===== src/sv/drrc_pkg.sv =====
package drrc_pkg;

  // command codes
  typedef enum logic [1:0] {
    MODE_WRITE = 2'd0,
    MODE_READ  = 2'd1,
    MODE_CLEAR = 2'd2,
    MODE_NONE  = 2'd3
  } mode_e;

  // result codes
  typedef enum logic [2:0] {
    ST_TAKEN   = 3'd0,
    ST_STORED  = 3'd1,
    ST_DUP     = 3'd2,
    ST_LONG    = 3'd3,
    ST_READ    = 3'd4,
    ST_NOENTRY = 3'd5,
    ST_CLEARED = 3'd6
  } status_e;

  typedef enum logic {
    S_IDLE,
    S_EXEC
  } state_e;

  typedef struct packed {
    logic [1:0] mode;
    logic [7:0] data_byte;
    logic       last_byte;
    logic [3:0] entry_ordinal;
    logic [5:0] byte_offset;
  } item_t;

  typedef struct packed {
    status_e    status;
    logic [7:0] read_byte;
    logic [5:0] record_length;
    logic [4:0] entries_used;
  } result_t;

  // ram access issued in the transfer cycle
  typedef struct packed {
    logic       we;
    logic [7:0] waddr;
    logic [7:0] wdata;
    logic [7:0] raddr;
  } ram_ctrl_t;

  // broadcast to every cell in the execute cycle
  typedef struct packed {
    logic       cmp;
    logic       rec_end;
    logic       store;
    logic [7:0] data;
    logic [7:0] len_new;
    logic [7:0] wp;
    logic [7:0] used;
    logic [7:0] rd_slot;
    logic [7:0] rd_off;
  } cell_ctrl_t;

  // handed from cell to cell along the row
  typedef struct packed {
    logic       dup;
    logic [7:0] rbyte;
    logic [5:0] rlen;
  } chain_t;

endpackage


===== src/sv/drrc_ram.sv =====
module drrc_ram #(
  parameter int WIDTH = 8,
  parameter int DEPTH = 62,
  parameter int AW    = (DEPTH > 1) ? $clog2(DEPTH) : 1
) (
  input  logic             clk_i,
  input  logic             we_i,
  input  logic [AW-1:0]    waddr_i,
  input  logic [WIDTH-1:0] wdata_i,
  input  logic [AW-1:0]    raddr_i,
  output logic [WIDTH-1:0] rdata_o
);

  logic [WIDTH-1:0] mem_q [DEPTH];

  // one write port, registered read port
  always_ff @(posedge clk_i) begin
    if (we_i) begin
      mem_q[waddr_i] <= wdata_i;
    end
    rdata_o <= mem_q[raddr_i];
  end

endmodule


===== src/sv/drrc_cell.sv =====
module drrc_cell #(
  parameter int         PAYLOAD    = 62,
  parameter logic [7:0] INIT_SLOT  = 8'd0,
  parameter logic       INIT_SPARE = 1'b0
) (
  input  logic                 clk_i,
  input  logic                 rst_ni,
  input  drrc_pkg::ram_ctrl_t  ram_i,
  input  drrc_pkg::cell_ctrl_t ctrl_i,
  input  drrc_pkg::chain_t     chain_i,
  output drrc_pkg::chain_t     chain_o
);
  import drrc_pkg::*;

  localparam int AW = (PAYLOAD > 1) ? $clog2(PAYLOAD) : 1;

  logic [7:0] slot_q, slot_d;
  logic       spare_q, spare_d;
  logic [7:0] len_q, len_d;
  logic       match_q, match_d;
  logic [7:0] rdata;
  logic       valid, byte_eq, match_now, dup_hit, read_hit;

  // payload bytes of this bank, written only while it stages a record
  drrc_ram #(.WIDTH(8), .DEPTH(PAYLOAD)) u_ram (
    .clk_i   (clk_i),
    .we_i    (ram_i.we && spare_q),
    .waddr_i (AW'(ram_i.waddr)),
    .wdata_i (ram_i.wdata),
    .raddr_i (AW'(ram_i.raddr)),
    .rdata_o (rdata)
  );

  // hit detection for this bank
  always_comb begin
    valid     = !spare_q && (slot_q < ctrl_i.used);
    byte_eq   = (rdata == ctrl_i.data);
    match_now = match_q && byte_eq;
    dup_hit   = valid && match_now && (len_q == ctrl_i.len_new);
    read_hit  = valid && (slot_q == ctrl_i.rd_slot);
  end

  // or the hits into the row
  always_comb begin
    chain_o     = chain_i;
    chain_o.dup = chain_i.dup | dup_hit;
    if (read_hit) begin
      chain_o.rlen  = chain_i.rlen | 6'(len_q);
      chain_o.rbyte = chain_i.rbyte | ((ctrl_i.rd_off < len_q) ? rdata : 8'd0);
    end
  end

  // bank ownership, length and running match flag
  always_comb begin
    slot_d  = slot_q;
    spare_d = spare_q;
    len_d   = len_q;
    match_d = match_q;
    if (ctrl_i.cmp) begin
      match_d = match_now;
    end
    if (ctrl_i.rec_end) begin
      match_d = 1'b1;
    end
    if (ctrl_i.store) begin
      if (spare_q) begin
        slot_d  = ctrl_i.wp;
        spare_d = 1'b0;
        len_d   = ctrl_i.len_new;
      end else if (slot_q == ctrl_i.wp) begin
        spare_d = 1'b1;
      end
    end
  end

  always_ff @(posedge clk_i or negedge rst_ni) begin
    if (!rst_ni) begin
      slot_q  <= INIT_SLOT;
      spare_q <= INIT_SPARE;
      len_q   <= '0;
      match_q <= 1'b1;
    end else begin
      slot_q  <= slot_d;
      spare_q <= spare_d;
      len_q   <= len_d;
      match_q <= match_d;
    end
  end

endmodule


===== config.mk =====
export PLATFORM = sky130hd
export DESIGN_NAME = drrc_cell
export DESIGN_NICKNAME = d
export VERILOG_FILES = /design/src/sv/drrc_pkg.sv /design/src/sv/drrc_ram.sv /design/src/sv/drrc_cell.sv
export SDC_FILE = /design/constraint.sdc
export NUM_CORES = 1
export LEC_CHECK = 0
export ABC_AREA = 1
export BUFFER_PORTS_ARGS = -buffer_cell sky130_fd_sc_hd__buf_2
export CORE_ASPECT_RATIO = 0.6
export CORE_MARGIN = 2
export CORE_UTILIZATION = 45
export CTS_CLUSTER_SIZE = 16
export DETAILED_ROUTE_END_ITERATION = 8
export PLACE_DENSITY = 0.59
export SETUP_SLACK_MARGIN = 0.1
export SKIP_LAST_GASP = 1
export SLEW_MARGIN = 15
export SYNTH_ARGS = -nofsm -noshare
export SYNTH_HDL_FRONTEND = slang
export SYNTH_HIERARCHICAL = 1
export SYNTH_SLANG_ARGS = --single-unit

===== constraint.sdc =====
create_clock -name clk_i -period 3.3 [get_ports clk_i]
set_input_delay 0.33 -clock clk_i [delete_from_list [all_inputs] [get_ports clk_i]]
set_output_delay 0.33 -clock clk_i [all_outputs]
set_load 0.01 [all_outputs]

After elaboration in Yosys (flattened, before gate mapping)
Memories as Yosys holds them, arrays and structs flattened. A register that Yosys moved wholly into a read port is not among the register bits.
Cells that the tools add are included.
{"block": "op_classes", "eq_ne": 4, "n_reduce_logical": 9, "n_mux": 8, "bitwise_logic": 3, "addsub": 0, "n_shift": 0, "multipliers": 0, "n_div": 0, "order_cmp": 2}
{"op": "== test 8 bit", "n": 4}
{"op": "< comparator 8 bit", "n": 2}
{"op": "two-way mux 14 bit", "n": 1}
{"op": "two-way mux 8 bit", "n": 1}
{"op": "bitwise OR 8 bit", "n": 1}
{"op": "logical AND 1 bit", "n": 6}
{"op": "two-way mux 1 bit", "n": 6}
{"op": "bitwise OR 6 bit", "n": 1}
{"op": "AND reduction 2 bit", "n": 1}
{"op": "nonzero test 2 bit", "n": 1}
{"op": "zero test 1 bit", "n": 1}
{"op": "bitwise OR 1 bit", "n": 1}
{"block": "totals", "mem_bits_rw": 496, "latchBits": 0, "output_inout_bits": 15, "elab_cells": 31, "n_memories": 1, "input_bits": 93, "mem_bits_ro": 0, "ff_bits": 18}
{"name": "u_ram.mem_q", "depth": 62, "word_bits": 8, "read_ports": 1, "rd_ports_with_merged_regs": 1, "write_ports": 1, "line": "drrc_ram.sv:14", "text": "logic [WIDTH-1:0] mem_q [DEPTH];"}

Logic depth before layout (Yosys ltp)
{"block": "depth", "ltp_word": 5, "mapped_depth": 12, "mapped_depth_nobuf": 11}

By module
The synthesis kept the hierarchy.
{"module": "drrc_ram", "cells_each": 1756, "area_each_um2": 20465.9, "instances": 1, "seq_area_each_um2": 15054.4}
{"module": "drrc_cell", "cells_each": 288, "area_each_um2": 1765.4, "instances": 1, "seq_area_each_um2": 451.7}

Worst setup path after synthesis
Ideal clock, no wire load.
{"block": "synth_timing", "path_kind": "reg-to-reg", "from": "register spare_q", "to": "memory u_ram.mem_q[32][0], enable pin", "setup_time_ns": 0.395, "t_arrival_ns": 1.853, "t_required_ns": 2.905, "setup_slack_ns": 1.052, "stages_incl_launch_ff": 6, "period_less_slack_ns": 2.248, "n_path_buf": 1, "path_cell_list": "dfrtp_1 -> nand2_1 -> inv_1 -> clkbuf_1 -> nand4_1 -> nor4_1"}
{"block": "synth_between", "elab_chain_cells": 3}
{"item": "from (decl)", "line": "drrc_cell.sv:18", "text": "logic spare_q, spare_d;"}
{"item": "from (signal assigned)", "line": "drrc_cell.sv:84", "text": "spare_q <= spare_d;"}
{"item": "logical AND 1 bit", "line": "drrc_cell.sv:27", "text": ".we_i (ram_i.we && spare_q),"}
{"item": "two-way mux 1 bit", "line": "drrc_ram.sv:18", "text": "if (we_i) begin"}
{"item": "two-way mux 1 bit (not written as such)", "line": "drrc_ram.sv:19", "text": "mem_q[waddr_i] <= wdata_i;"}
{"item": "to (decl)", "line": "drrc_ram.sv:14"}
Every way passes these cells.

==> out/metrics.yaml <==
met2_length_um: 24000
start_kind: "register"
hold_violations: 0
rsz0062_at_grt: "false"
fin_nets: 2279
synth-seq-cells: 522
syn_inst: 2044
post_cts_buffers: 0
finalSetupViolCount: 0
final-max-slew-violation-count: 0
gp_congestion: 0.840
power_per_cell_area_nw_per_um2: 541
clk_pin_slew_ns: 0.06
layout_common_cells: "nand2_1 (703), edfxtp_1 (496), nand3_1 (426)"
reg2reg_depth: 4
hpwl_um: 34800
status: "finished clean"
top_layer: "met4"
postLayoutCellArea_um2: 25200
muxShareOfSynthArea_pct: 0.101
worstSetupEndpointType: "output pin"
drt-total-wl_um: 56800
fin_crit_ns: 2.72
min_path_cells: 4
post-route-util_pct: 51.2
max_freq_mhz: 367
combPwrFrac_pct: 8.4
dr_wl_met3_um: 4250
initial_core_util_pct: 45.3
rows: 63
port_buffers: 103
seq_power_share_pct: 54.1
hold_buffers: 2
via_per_inst: 5.33
grt_max_degree: 123
wl_per_cell_um: 19.9
required_ns: 2.97
max_cap_violations: 0
cts_max_path_buffers: 3
io_pins: 108
clock-root-buffer: "clkbuf_16"
synth_top_family_by_area: "simple AND/OR/NAND/NOR gates"
netSwitchingPower_mw: 3.17
synth-xor-area-share_pct: 0.709
multi_input_area_um2: 5830
postSynthAreaPerCell_um2: 10.9
regArea_um2: 15500
final_common_cell: "nand2_1"
leakage_nw: 9.62
final_layout_size_suffix_gt1_share_pct: 11.5
power_frac_clock_pct: 37.5
synthAdderAreaFrac_pct: 0.788
dr.first_iter.drc_count: 1721
synth_compound_area_share_pct: 0.799
antenna_found_initial: 0
hold_path.class: "primary input to register"
clock_latency_ns: 0.56
syn-cell-area_um2: 22200
yosys_warnings: 6
placedCellCount: 2771
cellInternalPower_mw: 10.4
grt_pass1_wl_um: 86100
fillCellCount: 4305
cts_resized: 0
ctsHtreeMaxLevel: 2
ff2ff_setup_slack_ns: 0.90
grt_pass1_vias: 14165
setup_tns_ns: 0
fin_cells: 2855
wl_met1_um: 27700
path_class: "register to output pin"
worst-slew-pin-transition_ns: 1.08
coreArea_um2: 49100
overflow: 0
cts.sinks: 522
antenna_cells: 0
place_area_um2: 23800
drtPass1Iterations: 6
ir_worst_vdd_mv: 0.401
cp.arrival_ns: 2.39
switching_share_pct: 23.3
clock_skew_ns: 0.0101
critPathMaxFanout: 14
cts_tree: "done"
die_y_um: 176
die_w_um: 291
relSlewSlack_pct: 28.3
route.detailed.drc: 0
syn_to_final_growth_pct: 13.2
die-area_um2: 51300
antenna_left: 0
via_count: 15216
yosysSeqAreaShare_pct: 69.7
numCtsBuffers: 47
synth.distinct_cells: 27
syn_nets: 2151
yosys.area_share.simple_pct: 23.8
grtUsageTotal_pct: 22.1
fin_crit_sh_pct: 82.5
==> flip-flops by register name, summed over array words and instances (netlist names) <==
name	cells
match_q	1
u_ram/rdata_o	8
slot_q	8
spare_q	1
len_q	8
u_ram/mem_q	496
==> per-stage QoR <==
step | setup slack (ns) | total power, mW | hold slack, ns
detailed placement | 0.894 | 8.65 | 0.311
CTS | 0.566 | 13.7 | 0.00285
finish | 0.576 | 13.6 | 0.0185
global route | 0.332 | 14.1 | 0.0134
floorplan | 1.05 | 8.18 | 0.0344
global placement | 0.899 | 8.62 | 0.305
==> power groups by stage <==
stage	combinational (mW)	sequential, mW	clock (mW)
2_1_floorplan	0.686	7.49	0
3_3_place_gp	1.11	7.51	0
3_5_place_dp	1.14	7.51	0
4_1_cts	1.14	7.37	5.22
5_1_grt	1.28	7.37	5.48
6_report	1.14	7.37	5.11
==> synthesized netlist by cell type <==
cell        n  share of area [%]
nand2_1   703                 12
edfxtp_1  496                 67
nand3_1   426                9.6
nor2_1    103                1.7
inv_1      85                1.4
buf_2      56                1.3
o21ai_0    25               0.56
buf_4      20               0.68
clkbuf_1   19               0.32
dfrtp_1    17                1.9
xnor2_1    17               0.67
buf_1      14               0.24
ha_1       14               0.79
a21oi_1     8               0.18
dfxtp_1     8               0.72
nand4_1     8               0.23
nor3_1      6               0.14
nor4_1      5               0.14
inv_2       4              0.068
mux2_2      2               0.10
or2_2       2              0.056
buf_6       1              0.051
dfstp_2     1               0.12
nor2_4      1              0.051
o21a_1      1              0.034
o21ai_1     1              0.022
xor2_1      1              0.039
==> logic make-up after synthesis <==
group                    after synthesis
adder cells (fa/ha/maj)               14
flip-flops                           522
AND/OR/NAND/NOR                     1254
XOR/XNOR                              18
buffers and inverters                199
multiplexers                           2
AO/OA/AOI/OAI                         35
==> area by class of cell <==
| type | instances | area share, % |
|---|---|---|
| well taps | 650 | 3.23 |
| flip-flops and latches | 522 | 61.6 |
| inverters | 89 | 1.36 |
| repair buffers | 189 | 5.12 |
| clock inverters | 18 | 0.408 |
| multi-input cells | 1323 | 23.2 |
| clock buffers | 64 | 5.10 |
==> per-layer routing <==
metal,vias up,GRT usage [%]
li1,7265,-
met1,7358,35.7
met2,514,31.5
met3,79,3.55
met4,0,4.21
met5,-,0
==> worst paths after layout <==
kind | startpoint | to
min in group asynchronous | rst_ni | len_q[3]$_DFFE_PN0P_
setup reg to reg | spare_q$_DFFE_PN0P_ | u_ram/mem_q[38][0]$_DFFE_PP_
max in group asynchronous | rst_ni | match_q$_DFFE_PN1P_
hold reg to reg | match_q$_DFFE_PN1P_ | match_q$_DFFE_PN1P_
setup / recovery | slot_q[7]$_DFFE_PN0P_ | chain_o[5]
hold / removal | ctrl_i[50] | match_q$_DFFE_PN1P_
==> worst max-delay path, stage by stage, from the launching register on <==
cell	delay, ns
dfrtp_1	0.43
ha_1	0.33
nand2_1	0.10
nor2_1	0.04
nor2_1	0.09
o21ai_1	0.06
inv_1	0.05
nand2_1	0.10
nor2_4	0.29
nand2_1	0.13
nand2_1	0.07
buf_2	0.12
(Power assumes the default switching activity.)
